<file path="src/rtl/core/frws_pkg.sv">
// Shared widths, codes and divider request/response types for the frame-rate statistics core.
`default_nettype none

package frws_pkg;

  // Window geometry.
  localparam int MAX_WINDOW = 128;
  localparam int PTR_W      = $clog2(MAX_WINDOW);
  localparam int CNT_W      = $clog2(MAX_WINDOW + 1);

  // Field widths.
  localparam int RATE_W   = 18;
  localparam int PERIOD_W = 20;
  localparam int SUM_W    = 25;
  localparam int LEN_W    = 8;
  localparam int GRADE_W  = 3;
  localparam int CFG_IDX_W  = 3;
  localparam int CFG_DATA_W = 18;

  // Rate numerator: one second in microseconds, scaled to Q10.8.
  localparam int RATE_FRAC_BITS = 8;
  localparam int DVD_W  = 28;
  localparam int DSR_W  = PERIOD_W;
  localparam int STEP_W = $clog2(DVD_W + 1);
  localparam logic [DVD_W-1:0] RATE_DIVIDEND = DVD_W'(64'd1000000 << RATE_FRAC_BITS);
  localparam logic [RATE_W-1:0] RATE_MAX = '1;

  // Configuration register indexes.
  localparam logic [CFG_IDX_W-1:0] REG_WINDOW_LEN      = 3'd0;
  localparam logic [CFG_IDX_W-1:0] REG_AUTO_OPTIMIZE   = 3'd1;
  localparam logic [CFG_IDX_W-1:0] REG_LEVEL_EXCELLENT = 3'd2;
  localparam logic [CFG_IDX_W-1:0] REG_LEVEL_GOOD      = 3'd3;
  localparam logic [CFG_IDX_W-1:0] REG_LEVEL_FAIR      = 3'd4;
  localparam logic [CFG_IDX_W-1:0] REG_LEVEL_POOR      = 3'd5;

  // Grade codes.
  localparam logic [GRADE_W-1:0] GRADE_EXCELLENT = 3'd0;
  localparam logic [GRADE_W-1:0] GRADE_GOOD      = 3'd1;
  localparam logic [GRADE_W-1:0] GRADE_FAIR      = 3'd2;
  localparam logic [GRADE_W-1:0] GRADE_POOR      = 3'd3;
  localparam logic [GRADE_W-1:0] GRADE_CRITICAL  = 3'd4;

  // Divider command: dividend is left aligned, steps is the number of quotient bits.
  typedef struct packed {
    logic              start;
    logic [DVD_W-1:0]  dividend;
    logic [DSR_W-1:0]  divisor;
    logic [STEP_W-1:0] steps;
  } div_req_t;

  typedef struct packed {
    logic             done;
    logic [DVD_W-1:0] quotient;
    logic [DSR_W-1:0] remainder;
  } div_rsp_t;

endpackage

`default_nettype wire

</file>
<file path="src/rtl/core/frws_cell.sv">
// One cell of the sample ring: holds one rate sample and passes it to its neighbor.
`default_nettype none

module frws_cell (
  input  wire logic                        clk,
  input  wire logic                        shift,
  input  wire logic [frws_pkg::RATE_W-1:0] d,
  output logic      [frws_pkg::RATE_W-1:0] q
);

  // The sample moves one place along the ring on every scan cycle.
  always_ff @(posedge clk) begin
    if (shift) begin
      q <= d;
    end
  end

endmodule

`default_nettype wire

</file>
<file path="src/rtl/core/frws_div.sv">
// Restoring divider, one quotient bit per cycle, shared by rate, pointer and average work.
`default_nettype none

module frws_div (
  input  wire logic               clk,
  input  wire logic               rst,
  input  wire frws_pkg::div_req_t req,
  output frws_pkg::div_rsp_t      rsp
);

  logic                          busy;
  logic [frws_pkg::STEP_W-1:0]   cnt;
  logic [frws_pkg::DVD_W-1:0]    dvd;
  logic [frws_pkg::DSR_W-1:0]    dsr;
  logic [frws_pkg::DSR_W-1:0]    rem;
  logic [frws_pkg::DVD_W-1:0]    quo;
  logic                          done;
  logic [frws_pkg::DSR_W+1:0]    trial;
  logic                          fits;

  // Trial subtract of the held divisor from the shifted partial remainder.
  always_comb begin
    trial = {1'b0, rem, dvd[frws_pkg::DVD_W-1]} - {2'b00, dsr};
    fits  = !trial[frws_pkg::DSR_W+1];
  end

  // Control: a step counter loaded from the request counts down while busy, then a one-cycle done.
  always_ff @(posedge clk) begin
    if (rst) begin
      busy <= 1'b0;
      done <= 1'b0;
      cnt  <= '0;
    end else if (req.start) begin
      busy <= 1'b1;
      done <= 1'b0;
      cnt  <= req.steps;
    end else if (busy) begin
      cnt <= cnt - 1'b1;
      if (cnt == frws_pkg::STEP_W'(1)) begin
        busy <= 1'b0;
        done <= 1'b1;
      end
    end else begin
      done <= 1'b0;
    end
  end

  // Datapath: the divisor is captured at start, then one dividend bit and one
  // quotient bit are shifted per step.
  always_ff @(posedge clk) begin
    if (req.start) begin
      dvd <= req.dividend;
      dsr <= req.divisor;
      rem <= '0;
      quo <= '0;
    end else if (busy) begin
      dvd <= {dvd[frws_pkg::DVD_W-2:0], 1'b0};
      rem <= fits ? trial[frws_pkg::DSR_W-1:0]
                  : {rem[frws_pkg::DSR_W-2:0], dvd[frws_pkg::DVD_W-1]};
      quo <= {quo[frws_pkg::DVD_W-2:0], fits};
    end
  end

  assign rsp.done      = done;
  assign rsp.quotient  = quo;
  assign rsp.remainder = rem;

endmodule

`default_nettype wire

</file>
<file path="src/rtl/core/frame_rate_window_stats_core.sv">
// Top level of the frame-rate statistics core: control, sample ring and result register.
//
// Usage: each input beat on in_valid/in_ready carries one frame period in
// microseconds. The core turns it into a Q10.8 rate, writes it into a ring of
// 128 sample cells and returns one result beat on out_valid/out_ready with the
// current, average, minimum and maximum rate, the held period and the grade.
// Configuration beats on cfg_valid/cfg_ready are always taken; write them only
// while the core is idle.
// Sequence: the ring scan makes one rotation of the cell chain, then the PREP
// state sets up the average, the average division runs and the result is
// loaded. A nonzero period first adds a rate division and a full window a
// pointer wrap. One item is worked on at a time; the next beat is taken the
// cycle after the result is loaded.
// in_ready is high only while the core is idle. A finished result sits in the
// output register; the next item is accepted meanwhile and only waits at its
// very end if that register has not yet been taken.
// Reset clears the window (fill count, pointer, sum, last rate and period),
// restores the register defaults and drops out_valid.
`default_nettype none

module frame_rate_window_stats_core (
  input  wire logic                            clk,
  input  wire logic                            rst,
  // Input channel.
  input  wire logic                            in_valid,
  output logic                                 in_ready,
  input  wire logic [frws_pkg::PERIOD_W-1:0]   frame_period_us,
  // Result channel.
  output logic                                 out_valid,
  input  wire logic                            out_ready,
  output logic      [frws_pkg::RATE_W-1:0]     current_rate,
  output logic      [frws_pkg::RATE_W-1:0]     average_rate,
  output logic      [frws_pkg::RATE_W-1:0]     min_rate,
  output logic      [frws_pkg::RATE_W-1:0]     max_rate,
  output logic      [frws_pkg::PERIOD_W-1:0]   held_period_us,
  output logic      [frws_pkg::GRADE_W-1:0]    perf_grade,
  output logic                                 acceptable,
  output logic                                 optimize_request,
  // Configuration channel.
  input  wire logic                            cfg_valid,
  output logic                                 cfg_ready,
  input  wire logic [frws_pkg::CFG_IDX_W-1:0]  cfg_index,
  input  wire logic [frws_pkg::CFG_DATA_W-1:0] cfg_data
);

  localparam int N = frws_pkg::MAX_WINDOW;

  // Sequencer states.
  localparam logic [2:0] ST_IDLE = 3'd0;
  localparam logic [2:0] ST_RATE = 3'd1;
  localparam logic [2:0] ST_MOD  = 3'd2;
  localparam logic [2:0] ST_SCAN = 3'd3;
  localparam logic [2:0] ST_PREP = 3'd4;
  localparam logic [2:0] ST_AVG  = 3'd5;
  localparam logic [2:0] ST_LOAD = 3'd6;

  // Configuration registers.
  logic [frws_pkg::LEN_W-1:0]  window_len;
  logic                        auto_optimize;
  logic [frws_pkg::RATE_W-1:0] level_excellent;
  logic [frws_pkg::RATE_W-1:0] level_good;
  logic [frws_pkg::RATE_W-1:0] level_fair;
  logic [frws_pkg::RATE_W-1:0] level_poor;

  // Window state.
  logic [frws_pkg::PTR_W-1:0]    wp;
  logic [frws_pkg::CNT_W-1:0]    fill;
  logic [frws_pkg::SUM_W-1:0]    sum;
  logic [frws_pkg::RATE_W-1:0]   last_rate;
  logic [frws_pkg::PERIOD_W-1:0] last_period;

  // Per-item working registers.
  logic [2:0]                    state;
  logic [frws_pkg::PERIOD_W-1:0] period;
  logic [frws_pkg::RATE_W-1:0]   rate;
  logic                          append;
  logic [frws_pkg::PTR_W-1:0]    widx;
  logic [frws_pkg::PTR_W-1:0]    wp_wrap;
  logic [frws_pkg::PTR_W-1:0]    scan_idx;
  logic [frws_pkg::RATE_W-1:0]   mn;
  logic [frws_pkg::RATE_W-1:0]   mx;
  logic [frws_pkg::RATE_W-1:0]   avg;

  // Combinational helpers.
  logic [frws_pkg::CNT_W-1:0]  len_eff;
  logic                        append_now;
  logic [frws_pkg::CNT_W-1:0]  fill_new;
  logic [frws_pkg::RATE_W-1:0] head;
  logic [frws_pkg::RATE_W-1:0] scan_val;
  logic                        at_widx;
  logic                        go_rate;
  logic                        go_mod;
  logic                        go_avg;
  logic                        shift;
  logic                        load;
  logic [frws_pkg::GRADE_W-1:0] grade;

  frws_pkg::div_req_t div_req;
  frws_pkg::div_rsp_t div_rsp;

  logic [frws_pkg::RATE_W-1:0] ring_q [N];

  // Saturate a quotient to the largest rate value.
  function automatic logic [frws_pkg::RATE_W-1:0] sat_rate(
    input logic [frws_pkg::DVD_W-1:0] q
  );
    logic [frws_pkg::RATE_W-1:0] r;
    if (q > frws_pkg::DVD_W'(frws_pkg::RATE_MAX)) begin
      r = frws_pkg::RATE_MAX;
    end else begin
      r = q[frws_pkg::RATE_W-1:0];
    end
    return r;
  endfunction

  assign cfg_ready = 1'b1;
  assign in_ready  = (state == ST_IDLE);

  // Configuration writes; unused indexes are ignored.
  always_ff @(posedge clk) begin
    if (rst) begin
      window_len      <= 8'd100;
      auto_optimize   <= 1'b1;
      level_excellent <= 18'd15360;
      level_good      <= 18'd11520;
      level_fair      <= 18'd7680;
      level_poor      <= 18'd3840;
    end else if (cfg_valid) begin
      unique case (cfg_index)
        frws_pkg::REG_WINDOW_LEN:      window_len      <= cfg_data[frws_pkg::LEN_W-1:0];
        frws_pkg::REG_AUTO_OPTIMIZE:   auto_optimize   <= cfg_data[0];
        frws_pkg::REG_LEVEL_EXCELLENT: level_excellent <= cfg_data;
        frws_pkg::REG_LEVEL_GOOD:      level_good      <= cfg_data;
        frws_pkg::REG_LEVEL_FAIR:      level_fair      <= cfg_data;
        frws_pkg::REG_LEVEL_POOR:      level_poor      <= cfg_data;
        default: ;
      endcase
    end
  end

  // Effective window length, clamped to one through the ring size.
  always_comb begin
    priority if (window_len == '0) begin
      len_eff = frws_pkg::CNT_W'(1);
    end else if (frws_pkg::CNT_W'(window_len) > frws_pkg::CNT_W'(N)) begin
      len_eff = frws_pkg::CNT_W'(N);
    end else begin
      len_eff = frws_pkg::CNT_W'(window_len);
    end
  end

  // Window bookkeeping and ring head.
  assign append_now = (fill < len_eff);
  assign fill_new   = append ? fill + 1'b1 : fill;
  assign head       = ring_q[0];
  assign at_widx    = (scan_idx == widx);
  assign scan_val   = at_widx ? rate : head;
  assign shift      = (state == ST_SCAN);

  // Divider launches.
  assign go_rate = (state == ST_IDLE) && in_valid && (frame_period_us != '0);
  assign go_mod  = ((state == ST_IDLE) && in_valid && (frame_period_us == '0) && !append_now)
                || ((state == ST_RATE) && div_rsp.done && !append);
  assign go_avg  = (state == ST_PREP);

  always_comb begin
    div_req.start    = go_rate || go_mod || go_avg;
    div_req.dividend = frws_pkg::RATE_DIVIDEND;
    div_req.divisor  = frame_period_us;
    div_req.steps    = frws_pkg::STEP_W'(frws_pkg::DVD_W);
    priority if (go_mod) begin
      div_req.dividend = {frws_pkg::LEN_W'(wp) + 1'b1, {frws_pkg::DVD_W-frws_pkg::LEN_W{1'b0}}};
      div_req.divisor  = frws_pkg::DSR_W'(len_eff);
      div_req.steps    = frws_pkg::STEP_W'(frws_pkg::LEN_W);
    end else if (go_avg) begin
      div_req.dividend = {sum, {frws_pkg::DVD_W-frws_pkg::SUM_W{1'b0}}};
      div_req.divisor  = frws_pkg::DSR_W'(fill_new);
      div_req.steps    = frws_pkg::STEP_W'(frws_pkg::SUM_W);
    end else begin
      div_req.dividend = frws_pkg::RATE_DIVIDEND;
      div_req.divisor  = frame_period_us;
      div_req.steps    = frws_pkg::STEP_W'(frws_pkg::DVD_W);
    end
  end

  frws_div u_div (
    .clk (clk),
    .rst (rst),
    .req (div_req),
    .rsp (div_rsp)
  );

  // Sample ring: cell k takes from cell k+1; the last cell takes the head
  // value, replaced by the new rate when the write slot passes.
  for (genvar k = 0; k < N; k++) begin : g_ring
    if (k == N - 1) begin : g_tail
      frws_cell u_cell (
        .clk   (clk),
        .shift (shift),
        .d     (scan_val),
        .q     (ring_q[k])
      );
    end else begin : g_body
      frws_cell u_cell (
        .clk   (clk),
        .shift (shift),
        .d     (ring_q[k+1]),
        .q     (ring_q[k])
      );
    end
  end

  // Grade of the current rate; thresholds are tested in order.
  always_comb begin
    priority if (rate >= level_excellent) begin
      grade = frws_pkg::GRADE_EXCELLENT;
    end else if (rate >= level_good) begin
      grade = frws_pkg::GRADE_GOOD;
    end else if (rate >= level_fair) begin
      grade = frws_pkg::GRADE_FAIR;
    end else if (rate >= level_poor) begin
      grade = frws_pkg::GRADE_POOR;
    end else begin
      grade = frws_pkg::GRADE_CRITICAL;
    end
  end

  assign load = (state == ST_LOAD) && (!out_valid || out_ready);

  // Sequencer and window state.
  always_ff @(posedge clk) begin
    if (rst) begin
      state       <= ST_IDLE;
      wp          <= '0;
      fill        <= '0;
      sum         <= '0;
      last_rate   <= '0;
      last_period <= '0;
    end else begin
      unique case (state)
        ST_IDLE: begin
          if (in_valid) begin
            if (frame_period_us != '0) begin
              state <= ST_RATE;
            end else if (append_now) begin
              state <= ST_SCAN;
            end else begin
              state <= ST_MOD;
            end
          end
        end
        ST_RATE: begin
          if (div_rsp.done) begin
            last_rate   <= sat_rate(div_rsp.quotient);
            last_period <= period;
            state       <= append ? ST_SCAN : ST_MOD;
          end
        end
        ST_MOD: begin
          if (div_rsp.done) begin
            state <= ST_SCAN;
          end
        end
        ST_SCAN: begin
          // The running sum adds the new sample and, once the window is full, drops the replaced one.
          if (at_widx) begin
            sum <= sum + frws_pkg::SUM_W'(rate) - (append ? '0 : frws_pkg::SUM_W'(head));
          end
          if (scan_idx == frws_pkg::PTR_W'(N - 1)) begin
            state <= ST_PREP;
          end
        end
        ST_PREP: begin
          fill  <= fill_new;
          if (!append) begin
            wp <= wp_wrap;
          end
          state <= ST_AVG;
        end
        ST_AVG: begin
          if (div_rsp.done) begin
            state <= ST_LOAD;
          end
        end
        ST_LOAD: begin
          if (load) begin
            state <= ST_IDLE;
          end
        end
        default: begin
          state <= ST_IDLE;
        end
      endcase
    end
  end

  // Per-item datapath registers.
  always_ff @(posedge clk) begin
    if (state == ST_IDLE && in_valid) begin
      period   <= frame_period_us;
      rate     <= last_rate;
      append   <= append_now;
      widx     <= append_now ? fill[frws_pkg::PTR_W-1:0] : wp;
      scan_idx <= '0;
    end
    if (state == ST_RATE && div_rsp.done) begin
      rate <= sat_rate(div_rsp.quotient);
    end
    if (state == ST_MOD && div_rsp.done) begin
      wp_wrap <= div_rsp.remainder[frws_pkg::PTR_W-1:0];
    end
    if (state == ST_AVG && div_rsp.done) begin
      avg <= sat_rate(div_rsp.quotient);
    end
    // Minimum and maximum over the stored samples as they pass the head.
    if (shift) begin
      scan_idx <= scan_idx + 1'b1;
      if (scan_idx == '0) begin
        mn <= scan_val;
        mx <= scan_val;
      end else if (frws_pkg::CNT_W'(scan_idx) < fill_new) begin
        if (scan_val < mn) begin
          mn <= scan_val;
        end
        if (scan_val > mx) begin
          mx <= scan_val;
        end
      end
    end
  end

  // Result register.
  always_ff @(posedge clk) begin
    if (rst) begin
      out_valid <= 1'b0;
    end else if (load) begin
      out_valid <= 1'b1;
    end else if (out_ready) begin
      out_valid <= 1'b0;
    end
  end

  always_ff @(posedge clk) begin
    if (load) begin
      current_rate     <= rate;
      average_rate     <= avg;
      min_rate         <= mn;
      max_rate         <= mx;
      held_period_us   <= last_period;
      perf_grade       <= grade;
      acceptable       <= (grade == frws_pkg::GRADE_EXCELLENT) || (grade == frws_pkg::GRADE_GOOD)
                       || (grade == frws_pkg::GRADE_FAIR);
      optimize_request <= (grade == frws_pkg::GRADE_CRITICAL) && auto_optimize;
    end
  end

endmodule

`default_nettype wire

</file>
<file path="config.mk">
export PLATFORM = sky130hd
export DESIGN_NAME = frame_rate_window_stats_core
export DESIGN_NICKNAME = d
export VERILOG_FILES = /design/src/rtl/core/frws_pkg.sv /design/src/rtl/core/frws_cell.sv /design/src/rtl/core/frws_div.sv /design/src/rtl/core/frame_rate_window_stats_core.sv
export SDC_FILE = /design/constraint.sdc
export NUM_CORES = 2
export LEC_CHECK = 0
export BUFFER_PORTS_ARGS = -buffer_cell sky130_fd_sc_hd__buf_2
export CAP_MARGIN = 20
export CORE_UTILIZATION = 66
export CTS_CLUSTER_SIZE = 24
export DETAILED_ROUTE_END_ITERATION = 6
export HOLD_SLACK_MARGIN = 0.08
export PLACE_DENSITY = 0.83
export SYNTH_ARGS = -nofsm -noshare
export SYNTH_HDL_FRONTEND = slang
export SYNTH_SLANG_ARGS = --single-unit
</file>
<file path="constraint.sdc">
create_clock -name clk -period 141.8 [get_ports clk]
set_input_delay 14.18 -clock clk [delete_from_list [all_inputs] [get_ports clk]]
set_output_delay 14.18 -clock clk [all_outputs]
set_load 0.01 [all_outputs]
</file>
==> impl_metrics.py <==
metrics = {
    "clock_network": {
        "postCtsSetupBuffers": 0,
        "ctsResizeCount": 0,
        "worstSkewPairLatency_ns": 0.86,
        "cts.sinks": 2778,
        "cts_hold_buf": 0,
        "htreeDepth": 4,
        "root_buffer": "clkbuf_16",
        "cts_tree": "built",
        "cts_made_buffers": 239,
        "clk_pin_slew_worst_paths_ns": 0.07,
        "cts_buffer_depth": 3,
    },
    "synth": {
        "synthCells": 4611,
        "synth_common_cells": "edfxtp_1 (2560), nand2_1 (346), inv_1 (242)",
        "synth_area_mm2": 0.0923,
        "synth_area_leaders": "edfxtp_1 (83%), dfxtp_1 (4.7%), ha_1 (2.3%)",
        "synth-main-ff-cell": "edfxtp_1",
        "synth.most_common_cell": "edfxtp_1",
        "yosysWarnings": 0,
        "synth.avg_cell_area_um2": 20.0,
        "synth.largest_area_cell": "edfxtp_1",
        "ys_seq_area_share_pct": 88.0,
        "syn-num-nets": 4847,
        "yosys.area.top_type_share_pct": 83.3,
        "synth_cell_type_count": 76,
        "synth-async-reset-ratio_pct": 0,
        "synth_seq_cells": 2778,
        "synth_edf_count": 2560,
    },
    "cells_and_area": {
        "drive_gt1_share_pct": 11.2,
        "fill_cells": 7140,
        "areaGrowthSynthToFinish_pct": 12.1,
        "nets": 5198,
    },
    "worst_setup_path": {
        "worstPathArrival_ns": 17.35,
        "cp_slowest_cell": "or4b_1",
        "r2r_slack_ns": 136.37,
        "cp_common_cell": "buf_4",
        "cp.depth": 11,
        "critPathMaxStageDelay_ns": 0.58,
        "crit_fanout": 60,
        "critical_path.top_delay_family": "simple AND/OR/NAND/NOR gates",
        "worst_setup_path_end_kind": "register",
        "worstSetupPathType": "input pin to register",
        "required_ns": 142.53,
        "crit_chain": "buf_2, nor4_1, nand3_1, nor2_1, a31oi_1, nor3_4, buf_4, inv_2, buf_4, or4b_1, o311ai_0",
        "worstSetupStartpointType": "input pin",
        "r2r_cells": 6,
        "cp_num_buf_inv": 4,
    },
    "global_routing": {
        "antenna_found_initial": 8,
        "grt_pass1_wl_um": 276000,
        "grt_max_degree": 231,
        "grt_pass1_vias": 42400,
        "gr-usage-all-layers_pct": 26.9,
        "grt_overflow_total": 0,
    },
    "floorplan": {
        "dieArea_mm2": 0.141,
        "ios": 146,
        "rows": 136,
        "start_util_pct": 66.8,
        "die_height_um": 376,
        "die_w_um": 376,
        "core_area_mm2": 0.138,
    },
    "worst_hold_path": {
        "hold_path_class": "register to register",
        "hold_depth": 0,
    },
    "detailed_routing": {
        "drt-initial-drc-count": 5307,
        "firstDrtPassIters": 7,
        "drt-vias-per-instance": 5.98,
        "wl_um": 189000,
        "vias": 42100,
        "ant_nets": 0,
        "drcViolationCount": 3,
        "wl_per_cell_um": 26.8,
    },
    "place": {
        "port_buffers": 144,
        "gp_congestion": 0.881,
        "dpl.hpwl_um": 89400,
    },
    "sta": {
        "fmax_mhz": 60.2,
        "hold_violations": 0,
        "slew_headroom_pct": 11.1,
        "finalCritPeriodShare_pct": 11.7,
        "setup_viol_count_final": 0,
        "fin_skew_ns": 0.0789,
        "fin_tns_setup_ns": 0,
        "slew_violations": 0,
        "min_period_ns": 16.62,
        "tightest_slew_ns": 1.33,
        "rsz0062_at_grt": "false",
    },
    "power": {
        "power_density_mw_per_mm2": 16.0,
        "power_uw": 1660,
        "ir_worst_vdd_mv": 0.0193,
        "leakage_uw": 0.0346,
    },
    "flow_run": {
        "maxCapViolCount": 0,
    },
    "run_status": {
        "status": "finished with violations",
        "failed_checks": "design-rule violations",
    },
}
[power breakdown]
part	switching [uW]	total (uW)	internal (uW)	leakage, uW
logic	43.4	66.7	23.2	0.00592
registers	12.4	924	911	0.0249
clock network	311	668	357	0.00381
[worst register-to-register path, stage by stage, from the launching register on]
cell,delay [ns]
dfxtp_1,0.58
nor2b_1,0.27
nand2_1,0.32
inv_8,0.74
buf_4,1.14
buf_12,0.63
buf_12,1.25
[metrics by stage]
stage,instance area (um^2),std cells,setup WS [ns],utilization [%],hold WS (ns)
6_report,103000,7042,125.18,74.9,0.355
3_3_place_gp,95500,6578,124.26,69.1,0.401
4_1_cts,103000,7033,125.31,74.8,0.357
2_1_floorplan,92300,4611,86.82,-,0.400
3_5_place_dp,95500,6580,124.40,69.1,0.405
5_1_grt,103000,7038,125.03,74.9,0.350
[path summary, 6_finish.rpt]
kind                                                                  to                               startpoint
worst min-delay path             g_ring[14].g_body.u_cell.q[9]$_DFFE_PP_  g_ring[15].g_body.u_cell.q[9]$_DFFE_PP_
worst min register to register   g_ring[14].g_body.u_cell.q[9]$_DFFE_PP_  g_ring[15].g_body.u_cell.q[9]$_DFFE_PP_
worst max register to register  g_ring[123].g_body.u_cell.q[6]$_DFFE_PP_                    state[0]$_SDFFE_PP0P_
worst max-delay path                           u_div.rem[0]$_SDFFE_PP0P_                      frame_period_us[10]
[cell type report]
| class | count | area [um^2] | share of cell area [%] |
|---|---|---|---|
| Antenna cell | 5 | 12.5 | 0.0121 |
| Clock buffer | 287 | 6220 | 6.01 |
| Clock inverter | 166 | 1600 | 1.55 |
| Inverter | 243 | 920 | 0.889 |
| Multi-Input combinational cell | 1500 | 9810 | 9.48 |
| Sequential cell | 2778 | 81200 | 78.5 |
| Tap cell | 1863 | 2330 | 2.25 |
| Timing Repair Buffer | 200 | 1320 | 1.27 |
[registers in the layout, summed over array words and instances (netlist names), 20 cells and up]
| name | count |
|---|---|
| u_div.dsr | 20 |
| held_period_us | 20 |
| period | 20 |
| u_div.dvd | 25 |
| u_div.quo | 28 |
| sum | 25 |
| last_period | 20 |
| u_div.rem | 20 |
| g_ring.g_body.u_cell.q | 2286 |
[cell usage in the layout, fill, tap and decap left out, types with 10 or more instances in the layout]
cell,count
buf_4,43
buf_2,143
nor2_1,112
fa_1,19
clkinvlp_4,10
o211ai_1,27
clkinv_1,64
nor2b_1,35
o21ai_1,21
xnor2_1,34
edfxtp_1,2560
o21ai_0,115
o21a_1,15
dfxtp_1,217
ha_1,171
nand2b_1,24
a211oi_1,16
and3_1,27
nand2_1,346
inv_1,240
nand3_1,31
clkbuf_16,240
nand4_1,17
nor3_1,18
nor4_1,10
a21oi_1,204
and2_1,23
mux2i_1,45
clkinv_2,55
bufinv_16,23
a21o_1,36
clkbuf_1,43
xor2_1,25
[kinds of logic after synthesis]
kind of cell             count (synthesis)  synth area share, %
AO/OA/AOI/OAI                          509                 3.27
XOR/XNOR                                59                0.560
adder cells (fa/ha/maj)                190                 2.73
buffers and inverters                  333                 1.37
flip-flops                            2778                 88.0
multiplexers                            54                0.601
other                                    1              0.00406
AND/OR/NAND/NOR                        687                 3.42
[layer usage]
layer / track usage, % / wire, um / vias up
li1: - / - / 18200
met2: 45.8 / 95900 / 2205
met1: 35.3 / 71700 / 21300
met3: 4.55 / 13800 / 461
met5: 0 / 55 / -
met4: 10.2 / 7140 / 8
Power figures use the tool's default switching activity.
